[config.mk]
export PLATFORM = sky130hd
export DESIGN_NAME = horizontal_speckle_suppressor_core
export DESIGN_NICKNAME = d
export VERILOG_FILES = /design/src/design/hss_pkg.sv /design/src/design/hss_lane.sv /design/src/design/hss_out_queue.sv /design/src/design/horizontal_speckle_suppressor_core.sv
export SDC_FILE = /design/constraint.sdc
export NUM_CORES = 1
export LEC_CHECK = 0
export BUFFER_PORTS_ARGS = -buffer_cell sky130_fd_sc_hd__buf_2
export CAP_MARGIN = 25
export CORE_MARGIN = 5
export CORE_UTILIZATION = 30
export CTS_BUF_LIST = sky130_fd_sc_hd__clkbuf_4
export CTS_CLUSTER_DIAMETER = 120
export CTS_CLUSTER_SIZE = 40
export DETAILED_ROUTE_END_ITERATION = 10
export PLACE_DENSITY = 0.42
export SYNTH_ARGS = -nofsm -noshare
export SYNTH_HDL_FRONTEND = slang
export SYNTH_HIERARCHICAL = 1
export SYNTH_SLANG_ARGS = --single-unit
[constraint.sdc]
create_clock -name clock -period 10.5 [get_ports clock]
set_input_delay 2.1 -clock clock [delete_from_list [all_inputs] [get_ports clock]]
set_output_delay 2.1 -clock clock [all_outputs]
set_load 0.01 [all_outputs]
[src/design/hss_pkg.sv]
// Shared types, constants and helpers of the horizontal speckle suppressor.
// Used by hss_lane, hss_out_queue and the core; depends on nothing.
package hss_pkg;

   localparam int MAX_WIDTH   = 4096;
   localparam int MAX_ROWS    = 4096;
   localparam int COL_W       = $clog2(MAX_WIDTH);
   localparam int ROW_W       = $clog2(MAX_ROWS);
   localparam int CFG_W       = 13;
   localparam int NUM_LANES   = 4;
   localparam int QUEUE_DEPTH = 4;
   localparam int QPTR_W      = $clog2(QUEUE_DEPTH);
   localparam logic [7:0] THRESHOLD_RESET = 8'd30;
   localparam logic [CFG_W-1:0] WIDTH_RESET = CFG_W'(320);
   localparam logic [CFG_W-1:0] ROWS_RESET  = CFG_W'(240);

   typedef enum logic [1:0] {
      CSR_LINE_WIDTH      = 2'd0,
      CSR_ROW_COUNT       = 2'd1,
      CSR_FOUR_CHANNEL    = 2'd2,
      CSR_LIGHT_THRESHOLD = 2'd3
   } csr_index_type;

   // Excess of own byte is own - (x + y) / 2.
   typedef struct packed {
      logic [7:0] own;
      logic [7:0] x;
      logic [7:0] y;
   } lane_operand_type;

   typedef struct packed {
      logic        frame_end;
      logic        row_end;
      logic        last;
      logic [31:0] data;
   } hss_entry_type;

   function automatic lane_operand_type lane_operand(input logic [31:0] p,
                                                     input logic [1:0]  k,
                                                     input logic        four);
      logic [7:0] v0, v1, v2, v3;
      logic [8:0] s12, s03;
      lane_operand_type op;
      v0  = p[7:0];
      v1  = p[15:8];
      v2  = p[23:16];
      v3  = p[31:24];
      s12 = {1'b0, v1} + {1'b0, v2};
      s03 = {1'b0, v0} + {1'b0, v3};
      case (k)
         2'd0:    op = four ? lane_operand_type'{v0, s12[8:1], v3}
                            : lane_operand_type'{v0, v1, v2};
         2'd1:    op = four ? lane_operand_type'{v1, v0, v3}
                            : lane_operand_type'{v1, v0, v2};
         2'd2:    op = four ? lane_operand_type'{v2, v0, v3}
                            : lane_operand_type'{v2, v0, v1};
         default: op = lane_operand_type'{v3, s12[8:1], v0};
      endcase
      return op;
   endfunction

   // Last valid index for a size register clamped to 1..maxv.
   function automatic logic [31:0] last_index(input logic [CFG_W-1:0] v, input int maxv);
      logic [31:0] r;
      if (v == '0) r = 32'd0;
      else if (32'(v) > 32'(maxv)) r = 32'(maxv) - 32'd1;
      else r = 32'(v) - 32'd1;
      return r;
   endfunction

endpackage

[src/design/hss_lane.sv]
// One channel lane: compares the center excess against neighbors plus threshold.
// Depends on hss_pkg.
module hss_lane (
   input  hss_pkg::lane_operand_type prev_op,
   input  hss_pkg::lane_operand_type mid_op,
   input  hss_pkg::lane_operand_type next_op,
   input  logic [7:0]                threshold,
   output logic [7:0]                result
);
   import hss_pkg::*;

   function automatic logic signed [9:0] excess_of(input lane_operand_type op);
      logic [8:0] s;
      s = {1'b0, op.x} + {1'b0, op.y};
      return $signed({2'b00, op.own}) - $signed({2'b00, s[8:1]});
   endfunction

   logic signed [9:0]  ex_prev, ex_mid, ex_next;
   logic signed [11:0] limit;
   logic [8:0]         pair_sum;

   always_comb begin
      ex_prev  = excess_of(prev_op);
      ex_mid   = excess_of(mid_op);
      ex_next  = excess_of(next_op);
      limit    = $signed({4'b0000, threshold}) + $signed({{2{ex_prev[9]}}, ex_prev})
               + $signed({{2{ex_next[9]}}, ex_next});
      pair_sum = {1'b0, prev_op.own} + {1'b0, next_op.own};
      result   = ($signed({{2{ex_mid[9]}}, ex_mid}) > limit) ? pair_sum[8:1] : mid_op.own;
   end

endmodule

[src/design/hss_out_queue.sv]
// Result queue: takes up to two entries per cycle, delivers one per transfer.
// Depends on hss_pkg.
module hss_out_queue (
   input  logic                  clock,
   input  logic                  reset,
   input  logic [1:0]            push_count,
   input  hss_pkg::hss_entry_type push0,
   input  hss_pkg::hss_entry_type push1,
   output logic                  room,
   output logic                  pop_valid,
   input  logic                  pop_ready,
   output hss_pkg::hss_entry_type pop_entry
);
   import hss_pkg::*;

   hss_entry_type     q_ff [QUEUE_DEPTH];
   logic [QPTR_W-1:0] wp_ff, wp_in, rp_ff, rp_in;
   logic [QPTR_W:0]   count_ff, count_in;
   logic              pop;

   always_comb begin
      room      = count_ff <= (QPTR_W+1)'(QUEUE_DEPTH - 2);
      pop_valid = count_ff != '0;
      pop_entry = q_ff[rp_ff];
      pop       = pop_valid && pop_ready;
      wp_in     = wp_ff + QPTR_W'(push_count);
      rp_in     = rp_ff + QPTR_W'(pop);
      count_in  = count_ff + (QPTR_W+1)'(push_count) - (QPTR_W+1)'(pop);
   end

   always_ff @(posedge clock) begin
      if (reset) begin
         wp_ff    <= '0;
         rp_ff    <= '0;
         count_ff <= '0;
      end else begin
         wp_ff    <= wp_in;
         rp_ff    <= rp_in;
         count_ff <= count_in;
      end
   end

   always_ff @(posedge clock) begin
      if (push_count != 2'd0) q_ff[wp_ff] <= push0;
      if (push_count == 2'd2) q_ff[QPTR_W'(wp_ff + 1'b1)] <= push1;
   end

endmodule

[src/design/horizontal_speckle_suppressor_core.sv]
// Horizontal speckle suppressor: four channel lanes filter the held pixel
// against its row neighbors and one output queue merges the results.
// Depends on hss_pkg, hss_lane and hss_out_queue.
//
// Takes one pixel per clock while req_tready is high. The first pixel of a row of two
// or more pixels releases nothing; the results that a pixel releases are written
// to the output queue when it is accepted. A row's last pixel releases two results
// (one when the row is a single pixel), the second offered after the first, so a
// row yields as many results as it has pixels. The queue holds four results;
// req_tready drops while fewer than two places are free.
module horizontal_speckle_suppressor_core (
   input  logic                      clock,
   input  logic                      reset,
   input  logic                      req_tvalid,
   output logic                      req_tready,
   input  logic [31:0]               req_tdata,   // ch0, ch1, ch2, ch3
   output logic                      rsp_tvalid,
   input  logic                      rsp_tready,
   output logic [31:0]               rsp_tdata,   // out0, out1, out2, out3
   output logic [1:0]                rsp_tuser,   // row_end, frame_end
   output logic                      rsp_tlast,
   input  logic                      csr_we,
   input  logic [1:0]                csr_index,
   input  logic [hss_pkg::CFG_W-1:0] csr_wdata
);
   import hss_pkg::*;

   logic [CFG_W-1:0] line_width_ff, row_count_ff;
   logic             four_channel_ff;
   logic [7:0]       light_threshold_ff;

   logic [31:0]      left_pixel_ff, held_pixel_ff;
   logic [COL_W-1:0] column_ff, column_in, col_last;
   logic [ROW_W-1:0] row_ff, row_in, row_last_idx;

   logic             accept, row_last, frame_last, room;
   logic [31:0]      cur, held_masked, filtered, held_out;
   logic [7:0]       lane_byte [NUM_LANES];
   logic [1:0]       push_count;
   hss_entry_type    e0, e1, e_hold, e_cur, rsp_entry;

   always_ff @(posedge clock) begin
      if (reset) begin
         line_width_ff      <= WIDTH_RESET;
         row_count_ff       <= ROWS_RESET;
         four_channel_ff    <= 1'b0;
         light_threshold_ff <= THRESHOLD_RESET;
      end else if (csr_we) begin
         unique case (csr_index_type'(csr_index))
            CSR_LINE_WIDTH:      line_width_ff      <= csr_wdata;
            CSR_ROW_COUNT:       row_count_ff       <= csr_wdata;
            CSR_FOUR_CHANNEL:    four_channel_ff    <= csr_wdata[0];
            CSR_LIGHT_THRESHOLD: light_threshold_ff <= csr_wdata[7:0];
         endcase
      end
   end

   for (genvar k = 0; k < NUM_LANES; k++) begin : g_lane
      hss_lane u_lane (
         .prev_op   (lane_operand(left_pixel_ff, 2'(k), four_channel_ff)),
         .mid_op    (lane_operand(held_pixel_ff, 2'(k), four_channel_ff)),
         .next_op   (lane_operand(cur, 2'(k), four_channel_ff)),
         .threshold (light_threshold_ff),
         .result    (lane_byte[k])
      );
   end

   always_comb begin
      accept       = req_tvalid && req_tready;
      col_last     = COL_W'(last_index(line_width_ff, MAX_WIDTH));
      row_last_idx = ROW_W'(last_index(row_count_ff, MAX_ROWS));
      cur          = {four_channel_ff ? req_tdata[31:24] : 8'd0, req_tdata[23:0]};
      row_last     = column_ff >= col_last;
      frame_last   = row_last && (row_ff >= row_last_idx);
      held_masked  = {four_channel_ff ? held_pixel_ff[31:24] : 8'd0, held_pixel_ff[23:0]};
      filtered     = {four_channel_ff ? lane_byte[3] : 8'd0,
                      lane_byte[2], lane_byte[1], lane_byte[0]};
      held_out     = (column_ff == COL_W'(1)) ? held_masked : filtered;
      e_hold       = '{frame_end: 1'b0, row_end: 1'b0, last: !row_last, data: held_out};
      e_cur        = '{frame_end: frame_last, row_end: 1'b1, last: 1'b1, data: cur};
      if (column_ff != '0) begin
         e0         = e_hold;
         push_count = row_last ? 2'd2 : 2'd1;
      end else begin
         e0         = e_cur;
         push_count = row_last ? 2'd1 : 2'd0;
      end
      e1 = e_cur;
      if (!accept) push_count = 2'd0;
      column_in = row_last ? '0 : COL_W'(column_ff + 1'b1);
      if (!row_last) row_in = row_ff;
      else if (frame_last) row_in = '0;
      else row_in = ROW_W'(row_ff + 1'b1);
   end

   always_ff @(posedge clock) begin
      if (reset) begin
         left_pixel_ff <= '0;
         held_pixel_ff <= '0;
         column_ff     <= '0;
         row_ff        <= '0;
      end else if (accept) begin
         left_pixel_ff <= held_pixel_ff;
         held_pixel_ff <= cur;
         column_ff     <= column_in;
         row_ff        <= row_in;
      end
   end

   hss_out_queue u_queue (
      .clock      (clock),
      .reset      (reset),
      .push_count (push_count),
      .push0      (e0),
      .push1      (e1),
      .room       (room),
      .pop_valid  (rsp_tvalid),
      .pop_ready  (rsp_tready),
      .pop_entry  (rsp_entry)
   );

   always_comb begin
      req_tready = room;
      rsp_tdata  = rsp_entry.data;
      rsp_tuser  = {rsp_entry.frame_end, rsp_entry.row_end};
      rsp_tlast  = rsp_entry.last;
   end

endmodule

==> results.json, run 1 <==
{
  "status": "finished clean",
  "synth-seq-cells": 270,
  "cp.required_ns": 11.18,
  "synth_area_leader_cell": "ha_1",
  "grt_pass1_wl_mm": 144,
  "setup.worst_path.end_class": "register",
  "slew_violations": 0,
  "setup_viol": 0,
  "slew_headroom_pct": 39.1,
  "fin_setup_tns_ns": 0,
  "slowest_stage": "fa_1",
  "grt_util_met2_pct": 33.4,
  "rsz0062_at_grt": "false",
  "power_leakage_nw": 12.7,
  "grt_pass1_vias": 22200,
  "critPathMostFrequentCell": "ha_1",
  "period_minus_slack_ns": 9.15,
  "total_power_mw": 8.57,
  "start_kind": "input port",
  "post-cts-setup-buffers": 0,
  "grt_max_degree": 78,
  "core_sq_um": 91200,
  "drt_wl_total_mm": 98.3,
  "worst_slack_ns": 1.35,
  "hp-class": "reg2reg",
  "cpPeakStageDelay_ns": 0.49,
  "dp_cells": 4306,
  "synth_edf_count": 140,
  "clkLatencyLatePin_ns": 0.89,
  "firstDrtPassIters": 6,
  "drc": 0,
  "period_share_pct": 87.2,
  "synth_cell_types": 94,
  "die_y_um": 313,
  "max_cap_violations": 0,
  "crit_type": "in2reg",
  "holdWs_ns": 0.510,
  "synth_top_area_share_pct": 15.8,
  "root_buffer": "clkbuf_4",
  "crit_arrival_ns": 9.83,
  "cts_htree_levels": 1,
  "fmax_mhz": 109,
  "syn-instance-count": 3055,
  "dpl.hpwl_mm": 77.3,
  "cts-resized-gates": 0,
  "final_area_sq_um": 29700,
  "top_level_ports": 89,
  "area_delta_synth_final_pct": 8.25,
  "via_count": 22700,
  "grt_busiest_layer": "met2",
  "drtIter0Drc": 1741,
  "dpl_cell_area_sq_um": 29500,
  "clockBufferDepth": 3,
  "nFillCells": 9402,
  "via_per_inst": 5.24,
  "cts_sinks": 270,
  "layout-drive-gt1-share_pct": 14.2,
  "final_antenna_net_count": 0,
  "ir_worst_vdd_mv": 0.283,
  "clk_pin_slew_ns": 0.41,
  "hold_buffers": 0,
  "die_area_sq_um": 97700,
  "final_util_pct": 32.6,
  "clock_skew_ns": 0.123,
  "cp_max_fo": 8,
  "ys_async_sr_fraction_pct": 0,
  "grtUsageMet3_pct": 1.63,
  "globalRouteOverflowTotal": 0,
  "ys_warn_count": 6,
  "seq_area_frac_synth_pct": 24.8,
  "synth_area_sq_um": 27500,
  "gp_congestion": 0.902,
  "synthFlopType": "edfxtp_1",
  "cts_tree": "done",
  "synth_area_leaders": "ha_1 (16%), edfxtp_1 (15%), dfxtp_1 (9.5%)",
  "rows": 111,
  "fin_nets": 3601,
  "pre_cts_ws_ns": 0.441,
  "die_width_um": 313,
  "initial_utilization_pct": 30.1,
  "worst_pin_slew_ns": 0.909,
  "post_drt_wl_per_cell_um": 22.7,
  "gr-usage-met1_pct": 26.2,
  "cts_buffers": 12,
  "syn_area_per_cell_sq_um": 8.99,
  "antenna_found_initial": 9,
  "track_usage_pct": 19.3,
  "hold_viol_final": 0,
  "p_per_area_nw_per_um2": 288,
  "place.port_buffers": 88,
  "fin_cells": 4332
}
-- cell usage after synthesis, types with 10 or more instances --
library cell,n
a21boi_0,14
mux4_2,35
or2_2,13
fa_1,68
nor2_1,210
or3_1,13
dfxtp_1,130
buf_2,15
o31ai_1,15
nor3_1,22
mux2_2,157
a211oi_1,13
inv_1,264
nand2_1,345
o21a_1,35
nand4_1,20
o21bai_1,28
and2_1,19
xnor2_1,114
nor3b_1,21
o21ai_0,136
nor2b_1,55
edfxtp_1,140
a21o_1,53
xor2_1,83
ha_1,347
mux2_4,13
a31o_2,10
a21oi_1,290
mux2i_1,34
nand2b_1,31
o21ai_1,11
clkbuf_1,53
nand3_1,40
nand3b_1,18
-- placed cells by master, fill, tap and decap left out, types with 10 or more instances in the layout --
master / synthesis / routed
a211oi_1: 13 / 13
a21boi_0: 14 / 14
a21o_1: 53 / 53
a21oi_1: 290 / 290
a31o_2: 10 / 10
and2_1: 19 / 18
buf_2: 15 / 88
buf_4: 9 / 57
clkbuf_4: 0 / 13
dfxtp_1: 130 / 127
edfxtp_1: 140 / 140
fa_1: 68 / 68
ha_1: 347 / 347
inv_1: 264 / 264
mux2_2: 157 / 157
mux2_4: 13 / 13
mux2i_1: 34 / 34
mux4_2: 35 / 35
nand2_1: 345 / 343
nand2b_1: 31 / 31
nand3_1: 40 / 40
nand3b_1: 18 / 18
nand4_1: 20 / 20
nor2_1: 210 / 208
nor2b_1: 55 / 55
nor3_1: 22 / 22
nor3b_1: 21 / 21
o21a_1: 35 / 35
o21ai_0: 136 / 135
o21ai_1: 11 / 11
o21bai_1: 28 / 27
o31ai_1: 15 / 15
or2_2: 13 / 13
or3_1: 13 / 13
xnor2_1: 114 / 114
xor2_1: 83 / 83
-- kinds of logic (layout without fill, tap and decap cells) --
group,after synthesis,after routing,synth area share (%)
mux,245,245,11.5
buf+inv,351,429,5.10
simple gates,847,847,14.6
fa+ha+maj,416,416,20.8
xor+xnor,199,199,6.44
compound gates,726,726,16.8
other cells,1,14,0.0136
flops,270,270,24.8
-- critical path: cells and delay by family --
family                     cells  cell delay, ns
xor gates and xnor gates       1            0.13
buffers and inverters          3            0.41
adders and majority gates      6            2.20
and+or+nand+nor                7            1.08
muxes                          4            1.07
AOI/OAI and AO/OA             15            2.79
-- path summary, 6_finish.rpt --
check        slack (ns)              start             endpoint  depth (start not counted)
max                1.35       req_tdata[8]  u_queue/q_ff[0][30]                         36
max reg2reg        1.86  left_pixel_ff[10]  u_queue/q_ff[0][30]                         34
min                0.51   line_width_ff[5]     line_width_ff[5]                          2
min reg2reg        0.51   line_width_ff[5]     line_width_ff[5]                          2
-- final cells by class --
class / instances / area [sq um] / area share [%]
Sequential cell: 270 / 6810 / 22.9
Tap cell: 1186 / 1480 / 4.99
Clock inverter: 7 / 104 / 0.349
Antenna cell: 6 / 15.0 / 0.0505
Clock buffer: 13 / 97.6 / 0.328
Inverter: 264 / 991 / 3.33
Multi-Input combinational cell: 2441 / 19400 / 65.1
Timing Repair Buffer: 145 / 868 / 2.92
-- per-layer routing --
metal / share of wire (%) / wire length [um]
met5: 0.013 / 13
met4: 3.2 / 3160
met3: 3.9 / 3810
met2: 47 / 46300
met1: 46 / 45000
-- state kept, by name, summed over array words and instances, names as in the netlist --
signal,cells
left_pixel_ff,32
row_ff,12
u_queue/q_ff,140
u_queue/count_ff,3
column_ff,12
row_count_ff,13
held_pixel_ff,32
line_width_ff,13
u_queue/wp_ff,2
u_queue/rp_ff,2
four_channel_ff,1
light_threshold_ff,8
-- where the power goes --
group	leakage, nW	switching (mW)	internal [mW]
Combinational	10.3	3.78	2.95
Clock	0.108	0.395	0.0813
Sequential	2.30	0.0940	1.27
Power figures use the tool's default switching activity.
==> inputs of run 2 (changes only) <==
--- a/config.mk
+++ b/config.mk
@@ -9,7 +9,7 @@
 export CAP_MARGIN = 25
 export CORE_MARGIN = 5
 export CORE_UTILIZATION = 30
-export CTS_BUF_LIST = sky130_fd_sc_hd__clkbuf_4
+export CTS_BUF_LIST = sky130_fd_sc_hd__clkbuf_4 sky130_fd_sc_hd__clkbuf_8
 export CTS_CLUSTER_DIAMETER = 120
 export CTS_CLUSTER_SIZE = 40
 export DETAILED_ROUTE_END_ITERATION = 10
==> constraint.sdc (replaced) <==
create_clock -name clock -period 10.7 [get_ports clock]
set_input_delay 2.14 -clock clock [delete_from_list [all_inputs] [get_ports clock]]
set_output_delay 2.14 -clock clock [all_outputs]
set_load 0.01 [all_outputs]
==> run 2 against run 1 <==
Design area about the same. Total power decreased by 2.8%. Global-route usage increased by 0.055 points. Wire length decreased by 0.53%. Clock skew decreased by 0.029 ns. Register-to-register slack improved by 0.15 ns. Clock power increased by 13%. Sequential cell count unchanged. Final cell count decreased by 0.46%. Die area unchanged. Critical path depth decreased by 3. Via count decreased by 1.2%. Largest cell class unchanged. Highest routed layer unchanged.
==> results.json, run 2 (synthesized netlist as in run 1, its figures left out) <==
{
  "status": "finished clean",
  "grt_pass1_wl_mm": 145,
  "p_sw_mw": 4.12,
  "fin_cells": 4312,
  "r2r_slack_ns": 2.01,
  "drtIter0Drc": 1551,
  "post-cts-setup-buffers": 0,
  "grt_max_degree": 74,
  "clockBufferDepth": 3,
  "dpl_cell_area_sq_um": 29400,
  "hold_start": "line_width_ff[5]",
  "fmax_mhz": 104,
  "via_per_inst": 5.20,
  "slowest_stage": "fa_1",
  "antenna_found_initial": 8,
  "rsz0062_at_grt": "false",
  "final_common_cell": "ha_1",
  "die_area_sq_um": 97700,
  "period_share_pct": 90.0,
  "clk_pin_slew_ns": 0.23,
  "die_width_um": 313,
  "slew_headroom_pct": 36.0,
  "track_usage_pct": 19.4,
  "layout-drive-gt1-share_pct": 13.7,
  "clkLatencyLatePin_ns": 0.65,
  "setup_viol": 0,
  "worstReg2RegStart": "left_pixel_ff[17]",
  "power_leakage_nw": 12.7,
  "grt_pass1_vias": 22400,
  "reg2reg_depth": 34,
  "hold_buffers": 0,
  "power_frac_seq_pct": 16.1,
  "via_count": 22400,
  "fin_setup_tns_ns": 0,
  "hold_viol_final": 0,
  "drc": 0,
  "cts_htree_levels": 1,
  "critPathMostFrequentCell": "ha_1",
  "start_kind": "input port",
  "max_cap_violations": 0,
  "cts-resized-gates": 0,
  "place.port_buffers": 88,
  "clock_skew_ns": 0.0939,
  "drt_wl_total_mm": 97.8,
  "ir_worst_vdd_mv": 0.286,
  "die_y_um": 313,
  "p_per_area_nw_per_um2": 281,
  "pwr-share-clk_pct": 6.5,
  "largest_registers": "u_queue/q_ff: 140 flops, held_pixel_ff: 32 flops, left_pixel_ff: 32 flops",
  "rows": 111,
  "post_drt_wl_per_cell_um": 22.7,
  "final_antenna_net_count": 0,
  "final_area_sq_um": 29700,
  "root_buffer": "clkbuf_8",
  "r2r-end": "u_queue/q_ff[3][27]",
  "globalRouteOverflowTotal": 0,
  "switching_share_pct": 49.5,
  "cp_max_fo": 8,
  "cts_buffers": 13,
  "nFillCells": 9477,
  "hp-class": "reg2reg",
  "gp_congestion": 0.910,
  "initial_utilization_pct": 30.1,
  "crit_type": "in2reg",
  "cts_tree": "done",
  "slew_violations": 0,
  "power.internal_mw": 4.21,
  "setup.worst_path.end_class": "register",
  "cp.required_ns": 11.14,
  "dpl.hpwl_mm": 77.6,
  "worstSetupEndpoint": "u_queue/q_ff[3][27]",
  "dp_cells": 4288,
  "top_level_ports": 89,
  "worst_pin_slew_ns": 0.959,
  "core_sq_um": 91200,
  "firstDrtPassIters": 6,
  "period_minus_slack_ns": 9.63,
  "fin_nets": 3584,
  "total_power_mw": 8.34,
  "cpPeakStageDelay_ns": 0.50,
  "crit_arrival_ns": 10.08,
  "critPathLaunch": "req_tdata[9]",
  "layout_common_cells": "ha_1 (347), nand2_1 (343), a21oi_1 (290)",
  "cts_sinks": 270,
  "area_delta_synth_final_pct": 8.16,
  "comb_power_share_pct": 77.4,
  "regMostFlops": "u_queue/q_ff",
  "largest_register_ffs": 140
}
==> run 2: critical path, delay by kind of cell <==
family	cells	cell delay (ns)
adder cells (fa/ha/maj)	6	2.06
buffers and inverters	3	0.36
AND/OR/NAND/NOR	4	0.58
multiplexers	4	1.22
XOR/XNOR	2	0.32
AO/OA/AOI/OAI	14	3.39
==> run 2: metal layers <==
metal	vias to the layer above	wire length [um]	track usage [%]	share of wire (%)
met1	11000	44600	26.1	46
met2	413	47200	34.0	48
li1	10900	-	-	-
met5	-	76	0	0.078
met4	10	2300	3.68	2.4
met3	88	3550	2.10	3.6
==> run 2: worst min path at each step <==
stage | end | slack, ns | depth (start not counted)
2_1_floorplan | line_width_ff[5] | 0.45 | 2
3_3_place_gp | line_width_ff[10] | 0.48 | 2
3_5_place_dp | line_width_ff[5] | 0.49 | 2
4_1_cts | line_width_ff[5] | 0.51 | 2
5_1_grt | line_width_ff[5] | 0.54 | 2
6_report | line_width_ff[5] | 0.50 | 2
==> run 2: through the flow <==
| stage | hold WS [ns] | util, % | setup slack, ns |
|---|---|---|---|
| floorplan | 0.449 | - | 1.54 |
| global placement | 0.482 | 32.2 | 0.574 |
| detailed placement | 0.486 | 32.2 | 0.488 |
| CTS | 0.511 | 32.6 | 1.18 |
| global route | 0.537 | 32.6 | 0.567 |
| finish | 0.502 | 32.6 | 1.07 |
==> run 2: area by class of cell <==
class	count	area (sq um)	area share, %
Multi-Input combinational cell	2441	19400	65.2
Tap cell	1186	1480	4.99
Antenna cell	3	7.51	0.0253
Clock inverter	8	126	0.425
Timing Repair Buffer	127	748	2.52
Clock buffer	13	179	0.602
Inverter	264	991	3.33
Sequential cell	270	6810	22.9
==> run 2: power groups by stage <==
| stage | sequential (mW) | combinational (mW) | clock (mW) |
|---|---|---|---|
| 2_1_floorplan | 1.31 | 4.80 | 0 |
| 3_3_place_gp | 1.37 | 6.36 | 0 |
| 3_5_place_dp | 1.37 | 6.48 | 0 |
| 4_1_cts | 1.35 | 6.53 | 0.569 |
| 5_1_grt | 1.35 | 7.20 | 0.598 |
| 6_report | 1.34 | 6.45 | 0.539 |
